**src/tcw_pkg.sv**
```systemverilog
// Package for the text console character writer.
// Types, screen geometry and character codes shared by every module.
// No dependencies.
`timescale 1ns / 1ps
`default_nettype none

package tcw_pkg;

    localparam int COLS     = 80;
    localparam int ROWS     = 25;
    localparam int CELLS    = ROWS * COLS;
    localparam int COL_W    = $clog2(COLS);
    localparam int ROW_W    = $clog2(ROWS + 1);   // row may reach ROWS before a scroll
    localparam int ADDR_W   = $clog2(CELLS);
    localparam int PROD_W   = ADDR_W + ROW_W;
    localparam int CURSOR_W = 11;
    localparam int QDEPTH   = 2;
    localparam int QPTR_W   = $clog2(QDEPTH);

    localparam logic [1:0] CMD_PUT   = 2'd0;
    localparam logic [1:0] CMD_READ  = 2'd1;
    localparam logic [1:0] CMD_CLEAR = 2'd2;

    localparam logic [7:0] CH_CR    = 8'h0D;
    localparam logic [7:0] CH_LF    = 8'h0A;
    localparam logic [7:0] CH_TAB   = 8'h09;
    localparam logic [7:0] CH_BS    = 8'h08;
    localparam logic [7:0] CH_SPACE = 8'h20;

    localparam logic [7:0] ATTR_RESET = 8'h07;
    localparam logic [COL_W:0] TAB_MASK = ~(COL_W + 1)'(3);

    typedef enum logic [2:0] {
        K_CR,
        K_LF,
        K_TAB,
        K_BS,
        K_CHAR,
        K_READ,
        K_CLEAR,
        K_NOP
    } kind_t;

    typedef struct packed {
        kind_t             kind;
        logic [7:0]        ch;
        logic              last;
        logic              rd_ok;
        logic [ADDR_W-1:0] rd_addr;
    } cmd_t;

    typedef struct packed {
        logic                scrolled;
        logic [CURSOR_W-1:0] cursor_pos;
        logic [7:0]          cell_attr;
        logic [7:0]          cell_char;
    } result_t;

    typedef enum logic [2:0] {
        S_INIT,
        S_IDLE,
        S_TAB,
        S_CLEAR,
        S_SCROLL,
        S_BLANK,
        S_DONE
    } state_t;

    function automatic logic [ADDR_W-1:0] cell_addr(input logic [ROW_W-1:0] r,
                                                    input logic [COL_W-1:0] c);
        logic [PROD_W-1:0] p;
        p = PROD_W'(r) * PROD_W'(COLS) + PROD_W'(c);
        return p[ADDR_W-1:0];
    endfunction

    function automatic logic is_put(input kind_t k);
        return (k == K_CR) || (k == K_LF) || (k == K_TAB) || (k == K_BS) ||
               (k == K_CHAR);
    endfunction

endpackage

`default_nettype wire

```
**src/tcw_queue.sv**
```systemverilog
// Short command queue between front and back end.
// Depends on tcw_pkg.
`timescale 1ns / 1ps
`default_nettype none

module tcw_queue (
    input  wire logic          aclk,
    input  wire logic          aresetn,
    input  wire logic          push_valid,
    output logic               push_ready,
    input  wire tcw_pkg::cmd_t push_data,
    output logic               pop_valid,
    input  wire logic          pop,
    output tcw_pkg::cmd_t      pop_data
);
    import tcw_pkg::*;

    cmd_t              entry_reg [QDEPTH];
    logic [QPTR_W-1:0] wr_ptr_reg, rd_ptr_reg;
    logic [QPTR_W:0]   count_reg, count_next;
    logic              do_push, do_pop;

    assign push_ready = (count_reg != (QPTR_W + 1)'(QDEPTH));
    assign pop_valid  = (count_reg != '0);
    assign pop_data   = entry_reg[rd_ptr_reg];
    assign do_push    = push_valid && push_ready;
    assign do_pop     = pop && pop_valid;

    always_comb begin
        count_next = count_reg;
        if (do_push && !do_pop) begin
            count_next = count_reg + 1'b1;
        end else if (do_pop && !do_push) begin
            count_next = count_reg - 1'b1;
        end
    end

    always_ff @(posedge aclk) begin
        if (!aresetn) begin
            wr_ptr_reg <= '0;
            rd_ptr_reg <= '0;
            count_reg  <= '0;
        end else begin
            count_reg <= count_next;
            if (do_push) begin
                wr_ptr_reg <= wr_ptr_reg + 1'b1;
            end
            if (do_pop) begin
                rd_ptr_reg <= rd_ptr_reg + 1'b1;
            end
        end
    end

    always_ff @(posedge aclk) begin
        if (do_push) begin
            entry_reg[wr_ptr_reg] <= push_data;
        end
    end

endmodule

`default_nettype wire

```
**config.mk**
```make
export PLATFORM = sky130hd
export DESIGN_NAME = tcw_queue
export DESIGN_NICKNAME = d
export VERILOG_FILES = /design/src/tcw_pkg.sv /design/src/tcw_queue.sv
export SDC_FILE = /design/constraint.sdc
export NUM_CORES = 1
export LEC_CHECK = 0
export BUFFER_PORTS_ARGS = -buffer_cell sky130_fd_sc_hd__buf_2
export CORE_ASPECT_RATIO = 2
export CORE_MARGIN = 3
export CORE_UTILIZATION = 50
export CTS_CLUSTER_DIAMETER = 50
export DETAILED_ROUTE_END_ITERATION = 10
export GPL_TIMING_DRIVEN = 0
export HOLD_SLACK_MARGIN = 0.12
export PLACE_DENSITY = 0.88
export SYNTH_ARGS = -nofsm -noshare
export SYNTH_HDL_FRONTEND = slang
export SYNTH_SLANG_ARGS = --single-unit
export TNS_END_PERCENT = 5
```
**constraint.sdc**
```tcl
create_clock -name aclk -period 2.4 [get_ports aclk]
set_clock_uncertainty 0.15 [all_clocks]
set_input_delay 0.48 -clock aclk [delete_from_list [all_inputs] [get_ports aclk]]
set_output_delay 0.48 -clock aclk [all_outputs]
set_load 0.02 [all_outputs]
```
Yosys cells after proc, flatten, opt, wreduce, memory -nomap -nowiden:

Memory sizes are Yosys's and may differ from the RTL's. A register that Yosys moved wholly into a read port is not among the register bits.
Cells that the tools add are included.
Widths: inputs -> output; s select.

* register bits: 4
* RAM bits: 48
* input port bits: 28
* output and inout bits: 26
* memories kept: 1

* add/sub/neg operators: 4
* equal/unequal tests: 1
* multiplexer cells: 6
* reduce and logical (&&, ||, !) cells: 8

Memories
* entry_reg: words 2, bits a word 24, rd ports 1, clocked after memory_dff 1, wr ports 1, line tcw_queue.sv:18 `cmd_t entry_reg [QDEPTH];`

Operator list (number)
* $logic_and 1x1->1: 4
* $mux 1: 4
* $mux 2: 2
* $reduce_bool 2->1: 2
* $add 1x1->1 const B: 2
* $add 2x1->2 const B: 1
* $logic_not 1->1: 2
* $ne 2x2->1 const B: 1
* $sub 2x1->2 const B: 1

Depth between registers and ports, before layout:

* depth after elaboration: 6
* depth in mapped cells: 6
* gate-level depth less buffers: 6

Worst setup path before layout:

OpenSTA, ideal clock, no wires.

* kind: register -> register
* from: register count_reg[0]
* to: memory entry_reg[1][0] (netlist bit) (enable)
* arrival time: 1.256 ns
* setup slack: 0.612 ns
* stages on the path, launching flop included: 3
* path buffers: 0
* period minus slack after synthesis: 1.788 ns
* path through: dfxtp_1 -> nand2b_4 -> and3_1

* word-level cells in the longest chain between the ends: 4

Ends and longest elaborated chain
* start: declaration: line tcw_queue.sv:20 `logic [QPTR_W:0] count_reg, count_next;`
* start signal: assignment: line tcw_queue.sv:44 `count_reg <= count_next;`
* $ne 2x2->1: line tcw_queue.sv:23 `assign push_ready = (count_reg != (QPTR_W + 1)'(QDEPTH));`
* net push_ready: line tcw_queue.sv:10 `output logic push_ready,`
* $logic_and 1x1->1: line tcw_queue.sv:26 `assign do_push = push_valid && push_ready;`
* $mux 1: line tcw_queue.sv:55 `if (do_push) begin`
* $mux 1 (implied by the code): line tcw_queue.sv:56 `entry_reg[wr_ptr_reg] <= push_data;`
* end: declaration: line tcw_queue.sv:18

The timed path passes the listed nets, and every way through them passes these cells.

==> summary.md <==
| Metric | Value |
|---|---|
| # Post-CTS Setup Buffers | `0` |
| Worst-case hold slack | `0.2082 ns` |
| Num CTS Buffers | `5` |
| CP required | `1.77 ns` |
| Core box area | `3685 µm²` |
| Slew headroom | `0.2569` |
| Worst Hold Path EP | `entry_reg[0][2]` |
| Area Overhead vs Synth | `21.22%` |
| Post-DP Area | `2296 µm²` |
| Largest net degree at the start of global routing | `25` |
| Power Density | `1034 nW/µm²` |
| Worst slack at placement | `0.3198 ns` |
| Slew of the pin with the lowest slew margin | `1.115 ns` |
| Startpoint Class | `flop` |
| Worst-skew pair later-pin latency | `0.30 ns` |
| Via Count | `1051` |
| Setup_tns | `0 ns` |
| Reg clk slew, reported paths | `0.10 ns` |
| Final period utilization | `0.9246` |
| Worst setup EP type | `output port` |
| Max Slew Vio Count | `0` |
| Number of global-route vias before repair | `1141` |
| Worst hold stages | `1` |
| Synth top cells by count | `edfxtp_1 (48), mux2_2 (24), dfxtp_1 (5)` |
| RSZ-0062 raised after global routing | `no` |
| Clk buf depth | `2` |
| Cell variety after synth | `19` |
| Layer with the highest usage | `met2` |
| DRC | `0` |
| Seq cells post-synth | `53` |
| First-pass GRT wire length | `5264 µm` |
| WL final | `3371 µm` |
| Max Fanout on Critical Path | `10` |
| Peak supply drop | `0.8372 mV` |
| GRT met2 Usage | `0.2860` |
| Cell taking the most area after synthesis | `edfxtp_1` |
| Fill count | `274` |
| Max H-tree Level | `2` |
| DPL Wire Length | `2477 µm` |
| Wire per inst | `16.13 µm` |
| Overflow after GRT | `0` |
| P_leak | `0.9005 nW` |
| Fmax | `0.4507 GHz` |
| Synth area leaders | `edfxtp_1 (73%), mux2_2 (14%), dfxtp_1 (5.1%)` |
| Seq/Total Area, Yosys | `0.7827` |
| Yosys top cell area share | `0.7319` |
| Ports | `54` |
| Reg-to-reg startpoint | `count_reg[0]` |
| M3 GR Usage | `0.03318` |
| Reg-to-Reg End | `entry_reg[1][7]` |
| Synth Area per Inst | `19.89 µm²` |
| Max-cap violations | `0` |
| Share of flip-flops with an asynchronous set or reset | `0` |
| Number of iterations in the first detailed-routing pass | `4` |
| Total Die Area | `4773 µm²` |
| Layout cell share with drive strength beyond 1 | `0.5688` |
| CTS Root Buffer Type | `clkbuf_8` |
| Setup ws final | `0.1810 ns` |
| Most common cell in the netlist | `edfxtp_1` |
| Final core occ | `0.6479` |
| HP Class | `input pin to flop` |
| Worst hold start | `push_data[2]` |
| Post-Place Cells | `201` |
| DR iter-0 viols | `13` |
| Max reg flops | `48` |
| FF+latch area | `1541 µm²` |
| Via-to-Cell Ratio | `5.029` |
| Post-synth EDFFs | `48` |
| Final Hold Viols | `0` |
| Mapped Nets | `128` |
| Worst setup path class | `flop to output port` |
| IO buf count | `53` |
| Status | `finished, final reports clean` |
| Die span in x | `50.38 µm` |
| Initial Util | `0.5345` |
| YS warnings | `0` |
| Routed Antenna Nets | `0` |
| CTS tree | `yes` |
| Post-Syn Area | `1969 µm²` |
| Multi-input combinational cell area | `409.1 µm²` |
| Met1 Use GR | `0.1502` |
| Final Setup Violations | `0` |
| Total track usage | `0.1562` |
| Final std cells w/o fill | `209` |
| Primary FF master, synth | `edfxtp_1` |
| RePlAce Congestion | `0.6311` |
| Minimum clock period | `2.219 ns` |
| Ant. Diodes | `0` |
| Design Power | `2.469 mW` |
| Initial antenna violation count | `0` |
| R2r worst-path depth | `2` |
| Post-CTS sizing | `0` |
| Reg2reg setup slack | `0.34 ns` |
| DIE HEIGHT | `94.76 µm` |
| Final net count | `188` |
| Synthesized instance count | `99` |
| # rows | `31` |
| # clock sinks | `53` |
| Hold_buf cts | `0` |
| CP arrival | `1.59 ns` |
| Post-route cell area | `2387 µm²` |
==> power by group <==
| group | switching [mW] | leakage [nW] | internal, mW |
|---|---|---|---|
| logic | 0.447 | 0.375 | 0.330 |
| clock network | 0.277 | 0.0364 | 0.205 |
| registers | 0.0505 | 0.490 | 1.16 |
| total | 0.775 | 0.901 | 1.69 |
==> layout make-up <==
cell class / instances / area share
plain buffers: 3 / 0.006289
repair buffers: 53 / 0.1111
inverters: 1 / 0.001572
flip-flops and latches: 53 / 0.6457
clock buffers: 5 / 0.02883
multi-input cells: 42 / 0.1714
clock inverters: 3 / 0.009434
well taps: 49 / 0.02568
==> worst max path at each step <==
| stage | from | end | slack (ns) |
|---|---|---|---|
| 2_1_floorplan | count_reg[0] | entry_reg[1][0] | 0.61 |
| 3_3_place_gp | push_valid | entry_reg[1][19] | 0.41 |
| 3_5_place_dp | count_reg[0] | entry_reg[1][2] | 0.32 |
| 4_1_cts | flop | pop_data[20] | 0.15 |
| 5_1_grt | flop | pop_data[20] | 0.09 |
| 6_report | flop | pop_data[22] | 0.18 |
==> worst max-delay path: stages, from the launching register on <==
cell and delay [ns]:
dfxtp_1 0.32, buf_2 0.16, buf_2 0.27, mux2_2 0.38
buf_2 0.16
==> layer usage <==
metal	share of wire	up-vias
met3	0.055	7
met4	0.028	0
met5	0	-
met2	0.57	39
met1	0.35	507
li1	-	498
==> layout by cell type (no fill, tap or decap), types with 2 or more instances in the layout <==
master,Yosys,routed
and2_1,4,4
dfxtp_1,5,5
clkbuf_8,0,5
xnor2_1,2,2
mux2_2,24,24
clkinvlp_4,0,3
edfxtp_1,48,48
buf_2,3,56
==> kinds of logic (layout without fill, tap and decap cells) <==
| kind of cell | after synthesis | count (layout) | share of synthesized area |
|---|---|---|---|
| multiplexers | 24 | 24 | 0.1372 |
| AND/OR/NAND/NOR | 9 | 9 | 0.03304 |
| AO/OA/AOI/OAI | 5 | 5 | 0.01779 |
| flip-flops | 53 | 53 | 0.7827 |
| buffers and inverters | 4 | 65 | 0.009526 |
| XOR/XNOR | 3 | 3 | 0.01334 |
| adder cells (fa/ha/maj) | 1 | 1 | 0.006352 |
No activity file was read; power rests on OpenSTA's default activity.
