--- src/tcw_pkg.sv ---
// Package for the text console character writer.
// Types, screen geometry and character codes shared by every module.
// No dependencies.
`timescale 1ns / 1ps
`default_nettype none

package tcw_pkg;

    localparam int COLS     = 80;
    localparam int ROWS     = 25;
    localparam int CELLS    = ROWS * COLS;
    localparam int COL_W    = $clog2(COLS);
    localparam int ROW_W    = $clog2(ROWS + 1);   // row may reach ROWS before a scroll
    localparam int ADDR_W   = $clog2(CELLS);
    localparam int PROD_W   = ADDR_W + ROW_W;
    localparam int CURSOR_W = 11;
    localparam int QDEPTH   = 2;
    localparam int QPTR_W   = $clog2(QDEPTH);

    localparam logic [1:0] CMD_PUT   = 2'd0;
    localparam logic [1:0] CMD_READ  = 2'd1;
    localparam logic [1:0] CMD_CLEAR = 2'd2;

    localparam logic [7:0] CH_CR    = 8'h0D;
    localparam logic [7:0] CH_LF    = 8'h0A;
    localparam logic [7:0] CH_TAB   = 8'h09;
    localparam logic [7:0] CH_BS    = 8'h08;
    localparam logic [7:0] CH_SPACE = 8'h20;

    localparam logic [7:0] ATTR_RESET = 8'h07;
    localparam logic [COL_W:0] TAB_MASK = ~(COL_W + 1)'(3);

    typedef enum logic [2:0] {
        K_CR,
        K_LF,
        K_TAB,
        K_BS,
        K_CHAR,
        K_READ,
        K_CLEAR,
        K_NOP
    } kind_t;

    typedef struct packed {
        kind_t             kind;
        logic [7:0]        ch;
        logic              last;
        logic              rd_ok;
        logic [ADDR_W-1:0] rd_addr;
    } cmd_t;

    typedef struct packed {
        logic                scrolled;
        logic [CURSOR_W-1:0] cursor_pos;
        logic [7:0]          cell_attr;
        logic [7:0]          cell_char;
    } result_t;

    typedef enum logic [2:0] {
        S_INIT,
        S_IDLE,
        S_TAB,
        S_CLEAR,
        S_SCROLL,
        S_BLANK,
        S_DONE
    } state_t;

    function automatic logic [ADDR_W-1:0] cell_addr(input logic [ROW_W-1:0] r,
                                                    input logic [COL_W-1:0] c);
        logic [PROD_W-1:0] p;
        p = PROD_W'(r) * PROD_W'(COLS) + PROD_W'(c);
        return p[ADDR_W-1:0];
    endfunction

    function automatic logic is_put(input kind_t k);
        return (k == K_CR) || (k == K_LF) || (k == K_TAB) || (k == K_BS) ||
               (k == K_CHAR);
    endfunction

endpackage

`default_nettype wire

--- src/tcw_front.sv ---
// Front end: accepts input items and classifies them into queue commands.
// Depends on tcw_pkg.
`timescale 1ns / 1ps
`default_nettype none

module tcw_front (
    input  wire logic         s_tvalid,
    output logic              s_tready,
    input  wire logic [23:0]  s_tdata,   // char_code, read_row, read_col, zero pad
    input  wire logic         s_tlast,   // last_of_write
    input  wire logic [1:0]   s_tuser,   // cmd
    output logic              push_valid,
    input  wire logic         push_ready,
    output tcw_pkg::cmd_t     push_data
);
    import tcw_pkg::*;

    logic [7:0] char_code;
    logic [4:0] read_row;
    logic [6:0] read_col;
    logic       in_range;

    assign char_code = s_tdata[7:0];
    assign read_row  = s_tdata[12:8];
    assign read_col  = s_tdata[19:13];

    assign in_range = (32'(read_row) < ROWS) && (32'(read_col) < COLS);

    assign s_tready   = push_ready;
    assign push_valid = s_tvalid;

    always_comb begin
        push_data.ch      = char_code;
        push_data.last    = s_tlast;
        push_data.rd_ok   = in_range;
        push_data.rd_addr = cell_addr(ROW_W'(read_row), COL_W'(read_col));
        unique case (s_tuser)
            CMD_PUT: begin
                unique case (char_code)
                    CH_CR:   push_data.kind = K_CR;
                    CH_LF:   push_data.kind = K_LF;
                    CH_TAB:  push_data.kind = K_TAB;
                    CH_BS:   push_data.kind = K_BS;
                    default: push_data.kind = K_CHAR;
                endcase
            end
            CMD_READ:  push_data.kind = K_READ;
            CMD_CLEAR: push_data.kind = K_CLEAR;
            default:   push_data.kind = K_NOP;
        endcase
    end

endmodule

`default_nettype wire

--- config.mk ---
export PLATFORM = sky130hd
export DESIGN_NAME = tcw_front
export DESIGN_NICKNAME = d
export VERILOG_FILES = /design/src/tcw_pkg.sv /design/src/tcw_front.sv
export SDC_FILE = /design/constraint.sdc
export NUM_CORES = 1
export LEC_CHECK = 0
export ABC_AREA = 1
export BUFFER_PORTS_ARGS = -buffer_cell sky130_fd_sc_hd__buf_2
export CAP_MARGIN = 15
export CORE_MARGIN = 1
export CORE_UTILIZATION = 35
export DETAILED_ROUTE_END_ITERATION = 6
export PLACE_DENSITY_LB_ADDON = 0.3
export SLEW_MARGIN = 25
export SYNTH_ARGS = -nofsm -noshare
export SYNTH_HDL_FRONTEND = slang
export SYNTH_SLANG_ARGS = --single-unit
--- constraint.sdc ---
create_clock -name vclk -period 1.67
set_clock_uncertainty 0.1 [all_clocks]
set_input_delay 0.167 -clock vclk [all_inputs]
set_output_delay 0.167 -clock vclk [all_outputs]
set_load 0.02 [all_outputs]
# == Yosys cells after proc, flatten, opt, wreduce, memory -nomap -nowiden ==
# Index checks and enable logic that the tools add are counted.
# totals
register_bits,0
input_bits,29
out_inout_bits,26
elab_cells,14
# classes
addsub,1
multipliers,1
order_cmp,2
n_eq_ne,6
n_mux,2
reduce_logical,2
# ops
cell,n
equality test 8 x 4 -> 1 bit (second input constant),4
one-hot mux 3 bit (4 select lines),1
adder 11 x 7 -> 11 bit,1
one-hot mux 3 bit (3 select lines),1
< comparator 7 bit (second input constant),1
multiplier 5 x 3 -> 7 bit (second input constant),1
< comparator 5 bit (second input constant),1
equality test 2 x 1 -> 1 bit (second input constant),1
equality test 2 bit (second input constant),1
zero test 2 bit,1
logical AND 1 bit,1

# == Longest topological paths before layout ==
# Gate-level depths: netlist (run 1).
# depth
depth_word,3
depth_mapped,9
mapped_depth_nobuf,9

# == Least setup slack after synthesis (run 1) ==
# Ideal clock, no wire load.
# synth_path
path_kind,input to output
startpoint,input port s_tdata[9]
endpoint,output port push_data[9] (netlist bit)
arrival_ps,1716
required_time_ps,1403
slack_ps,-313
stages,7
n_path_buf,0
cell_sequence,ha_1 ha_1 fa_1 nand2_1 inv_1 nand2_1 xnor2_1
# synth_lines
element,line_no,text
from (decl),tcw_front.sv:9,"input wire logic [23:0] s_tdata,"
to (decl),tcw_front.sv:14,output tcw_pkg::cmd_t push_data

==> results.sh, run 1 <==
export IMPL_synth_area_top_cells="ha_1 24%, buf_4 21%, nand2_1 15%, fa_1 7.0%, inv_1 6.5%"
export IMPL_pwr_share_seq_pct=0
export IMPL_ys_top_cells_by_count="23 x nand2_1, 16 x buf_4, 11 x ha_1, 10 x inv_1, 8 x nor2_1"
export IMPL_combPwrFrac_pct=100.0
export IMPL_dieArea_sq_um=1807
export IMPL_run_status="finished with violations"
export IMPL_clock_buffers=0
export IMPL_synth_cell_area_sq_um=574.3
export IMPL_coreArea_sq_um=1524
export IMPL_setup_viol=5
export IMPL_ys_warn_count=0
export IMPL_synth_top_area_cell="ha_1"
export IMPL_fin_ws_ps=-335.5
export IMPL_ys_types=14
export IMPL_grt_pass1_vias=586
export IMPL_seq_cells=0
export IMPL_ir_drop_uv=398.4
export IMPL_start_kind="input pin"
export IMPL_fin_crit_sh_pct=120.1
export IMPL_cp_arrival_ps=1740
export IMPL_initial_utilization_pct=37.68
export IMPL_place_inst=137
export IMPL_p_sw_share_pct=50.99
export IMPL_rsz0062_at_grt="true"
export IMPL_synth_most_common_cell="nand2_1"
export IMPL_power_uw=457.1
export IMPL_register_area_sq_um=0
export IMPL_num_vias=660
export IMPL_area_growth_pct=61.66
export IMPL_num_antenna_cells=0
export IMPL_first_iter_violations=10
export IMPL_power_internal_uw=224.0
export IMPL_grt_max_degree=5
export IMPL_drv_cap=0
export IMPL_grt_usage_pct=15.09
export IMPL_post_route_drc_count=0
export IMPL_n_fill_cell=146
export IMPL_tightest_slew_ps=212.2
export IMPL_slew_viol_final=0
export IMPL_syn_num_nets=132
export IMPL_switching_power_uw=233.1
export IMPL_cp_end_kind="primary output"
export IMPL_critPathMaxFanout=2
export IMPL_cp_required_ps=1400
export IMPL_post_route_min_period_ps=2005
export IMPL_io_buffers=37
export IMPL_synth_cells=90
export IMPL_ys_seq_area_share_pct=0
export IMPL_critical_path_class="in -> out"
export IMPL_fp_dieW_um=42.51
export IMPL_slew_headroom_pct=85.86
export IMPL_dp_hpwl_um=1166
export IMPL_p_leak_uw=0.0005045
export IMPL_overflow=0
export IMPL_antenna_found_initial=0
export IMPL_final_area_sq_um=928.4
export IMPL_ioPinCount=55
export IMPL_hold_viol=0
export IMPL_yosysTopAreaCellShare_pct=23.97
export IMPL_globalplace_congestion=0.6939
export IMPL_powerDensity_nw_per_um2=492.4
export IMPL_cts_hold_buffers=0
export IMPL_drive_gt1_share_pct=54.47
export IMPL_fmax_ghz=0.4986
export IMPL_via_per_inst=4.748
export IMPL_fin_cells=139
export IMPL_hp_class="in -> out"
export IMPL_placed_cell_area_sq_um=807.0
export IMPL_pwr_share_clk_pct=0
export IMPL_final_nets=167
export IMPL_grt_first_pass_wirelength_um=2270
export IMPL_num_rows=14
export IMPL_dr_pass1_iters=4
export IMPL_failed_checks="negative setup slack"
export IMPL_multi_input_area_sq_um=551.8
export IMPL_wirelength_um=1481
export IMPL_syn_avg_cell_area_sq_um=6.381
export IMPL_wire_per_inst_um=10.65
export IMPL_die_h_um=42.51
export IMPL_ant_nets=0
## final timing paths
| check | from | endpoint | slack [ps] | cells after the start |
|---|---|---|---|---|
| worst max-delay path | s_tdata[11] | push_data[10] | -340 | 11 |
| worst min-delay path | s_tdata[13] | push_data[0] | 230 | 0 |
## layout by cell type (no fill, tap or decap), types with 2 or more instances in the layout
cell / instances
buf_2: 30
nand2_1: 19
buf_4: 13
inv_1: 9
nor2_1: 7
nand3_1: 7
ha_1: 5
ha_4: 5
buf_6: 5
nand2_2: 4
xor2_1: 3
a21oi_1: 2
fa_2: 2
## layout make-up
class                           count  share of cell area (%)
Multi-Input combinational cell     64                   59.43
Tap cell                           16                   2.156
Timing Repair Buffer               49                   34.37
Inverter                           10                   4.043
## worst max-delay path: stages
cell and delay [ps]:
buf_8 100, ha_4 230, ha_4 160, fa_2 540
nand2_2 60, inv_2 60, nand2_2 60, nor2_2 80
nand3_1 80, nand2_2 70, buf_6 110
## power groups by stage
stage	Sequential [uW]	Clock (uW)	Combinational, uW
floorplan	0	0	275
detailed placement	0	0	368
global route	0	0	494
CTS	0	0	435
global placement	0	0	363
finish	0	0	457
## repair_timing
| action | 4_1_cts | 5_1_grt |
|---|---|---|
| resized for setup | 21 | 5 |
| buffers inserted | 1 | 2 |
| setup endpoints to repair | 5 | 5 |
| pin swaps | 10 | 3 |
## through the flow
stage	setup TNS (ps)	hold WS [ps]	worst slack (ps)	util, %
2_1_floorplan	-321.4	346.6	-161.9	-
3_3_place_gp	-1091	234.2	-387.3	52.96
3_5_place_dp	-1194	234.2	-419.2	52.96
4_1_cts	-888.4	234.2	-314.7	59.36
5_1_grt	-1406	234.0	-401.7	60.92
6_report	-1125	234.0	-335.5	60.92
## metal layers
layer | wire, um | up-vias | share of wire (%) | GRT usage [%]
met1 | 554 | 301 | 37 | 18.13
met5 | 0 | - | 0 | 0
li1 | - | 338 | - | -
met3 | 72 | 2 | 4.9 | 0.8621
met4 | 4 | 0 | 0.27 | 1.875
met2 | 850 | 19 | 57 | 29.54
## logic make-up after synthesis
group	count (synthesis)	share of synthesized area, %
compound gates	6	5.664
xor+xnor	5	7.625
fa+ha+maj	13	30.94
buf+inv	26	27.45
simple gates	40	28.32
Power figures use the tool's default switching activity.
==> run 2, diff against run 1 <==
--- a/config.mk
+++ b/config.mk
@@ -12,7 +12,9 @@
 export CORE_UTILIZATION = 35
 export DETAILED_ROUTE_END_ITERATION = 6
 export PLACE_DENSITY_LB_ADDON = 0.3
+export RECOVER_POWER = 100
 export SLEW_MARGIN = 25
 export SYNTH_ARGS = -nofsm -noshare
 export SYNTH_HDL_FRONTEND = slang
 export SYNTH_SLANG_ARGS = --single-unit
+export TNS_END_PERCENT = 50
==> results.sh, run 2 (synthesis results as in run 1) <==
export IMPL_drv_cap=0
export IMPL_setup_viol=5
export IMPL_first_iter_violations=5
export IMPL_mostFrequentLayoutCells="20 x nand2_1, 16 x buf_2, 13 x clkbuf_1, 13 x buf_4, 9 x inv_1"
export IMPL_dieArea_sq_um=1807
export IMPL_register_area_sq_um=0
export IMPL_crit_start="s_tdata[11]"
export IMPL_grt_pass1_vias=575
export IMPL_fp_dieW_um=42.51
export IMPL_setup_tns_final_ps=-882.3
export IMPL_final_area_sq_um=870.8
export IMPL_p_leak_uw=0.0004564
export IMPL_cts_hold_buffers=0
export IMPL_wire_per_inst_um=9.891
export IMPL_via_per_inst=4.715
export IMPL_cp_required_ps=1400
export IMPL_io_buffers=37
export IMPL_post_route_min_period_ps=1971
export IMPL_overflow=0
export IMPL_critical_path_class="in -> out"
export IMPL_ioPinCount=55
export IMPL_antenna_found_initial=0
export IMPL_seq_cells=0
export IMPL_area_growth_pct=51.63
export IMPL_wirelength_um=1355
export IMPL_failed_checks="negative setup slack"
export IMPL_globalplace_congestion=0.6939
export IMPL_ir_drop_uv=383.1
export IMPL_hold_depth=0
export IMPL_placed_cell_area_sq_um=807.0
export IMPL_ant_nets=0
export IMPL_hold_viol=0
export IMPL_layout_commonest_cell="nand2_1"
export IMPL_num_antenna_cells=0
export IMPL_cp_arrival_ps=1700
export IMPL_grt_first_pass_wirelength_um=2283
export IMPL_run_status="finished with violations"
export IMPL_clock_buffers=0
export IMPL_fin_ws_ps=-301.3
export IMPL_grt_usage_pct=15.27
export IMPL_slew_viol_final=0
export IMPL_rsz0062_at_grt="true"
export IMPL_start_kind="input pin"
export IMPL_hp_start="s_tdata[13]"
export IMPL_die_h_um=42.51
export IMPL_fin_hold_ws_ps=234.0
export IMPL_min_to="push_data[0]"
export IMPL_dr_pass1_iters=4
export IMPL_num_vias=646
export IMPL_fmax_ghz=0.5073
export IMPL_initial_utilization_pct=37.68
export IMPL_post_route_drc_count=0
export IMPL_final_nets=165
export IMPL_grt_max_degree=5
export IMPL_dp_hpwl_um=1166
export IMPL_powerDensity_nw_per_um2=483.6
export IMPL_num_rows=14
export IMPL_postLayoutCoreUtil_pct=57.14
export IMPL_fin_crit_sh_pct=118.0
export IMPL_cp_end_kind="primary output"
export IMPL_coreArea_sq_um=1524
export IMPL_tightest_slew_ps=257.2
export IMPL_drive_gt1_share_pct=40.50
export IMPL_hp_class="in -> out"
export IMPL_critPathMaxFanout=2
export IMPL_slew_headroom_pct=82.93
## run 2: cell types whose count changed in the layout (fill, tap and decap cells not counted)
| cell | change |
|---|---|
| ha_4 | -1 |
| o21ai_2 | -1 |
| buf_2 | -14 |
| ha_1 | +1 |
| buf_6 | -2 |
| nand2_2 | -1 |
| o21ai_1 | +1 |
| nand2_1 | +1 |
| clkbuf_2 | +1 |
| clkbuf_1 | +13 |
## run 2: how the worst max path moves through the flow
stage | endpoint | depth (start not counted)
2_1_floorplan | push_data[10] | 8
4_1_cts | push_data[10] | 11
6_report | push_data[10] | 11
3_3_place_gp | push_data[10] | 11
3_5_place_dp | push_data[10] | 11
5_1_grt | push_data[10] | 11
## run 2: metrics by stage
stage,cells,setup slack (ps),power (uW)
finish,137,-301.3,421.1
global route,137,-399.6,457.8
CTS,137,-315.0,415.2
detailed placement,137,-419.2,367.7
global placement,137,-387.3,363.1
floorplan,90,-161.9,274.9
## run 2: layout make-up
cell class | instances | area [sq um]
fillers | 158 | 653.1
multi-input cells | 64 | 533.0
repair buffers | 47 | 280.3
inverters | 10 | 37.54
well taps | 16 | 20.02
## run 2: report_power, final
group	switching (uW)	internal [uW]	leakage, uW
Combinational	220	201	0.000456
Clock	0	0	0
Sequential	0	0	0
## run 2: metal layers
layer  track usage, %  wire length (um)
met5                0                 0
met4            1.875                 4
met3            1.293                98
met2            29.85               717
met1            18.13               535
## run 2: what timing repair did
item | in CTS | in global routing
setup buffers | 0 | 0
pin swaps | 7 | 1
resized for setup | 16 | 3
endpoints found under the setup margin | 5 | 5
## run 2: worst max-delay path: stages
cell and delay [ps]:
buf_8 100, ha_4 230, ha_4 160, fa_2 520, nand2_1 60, inv_2 60
nand2_2 50, nor2_2 80, nand3_1 80, nand2_2 70, buf_6 110
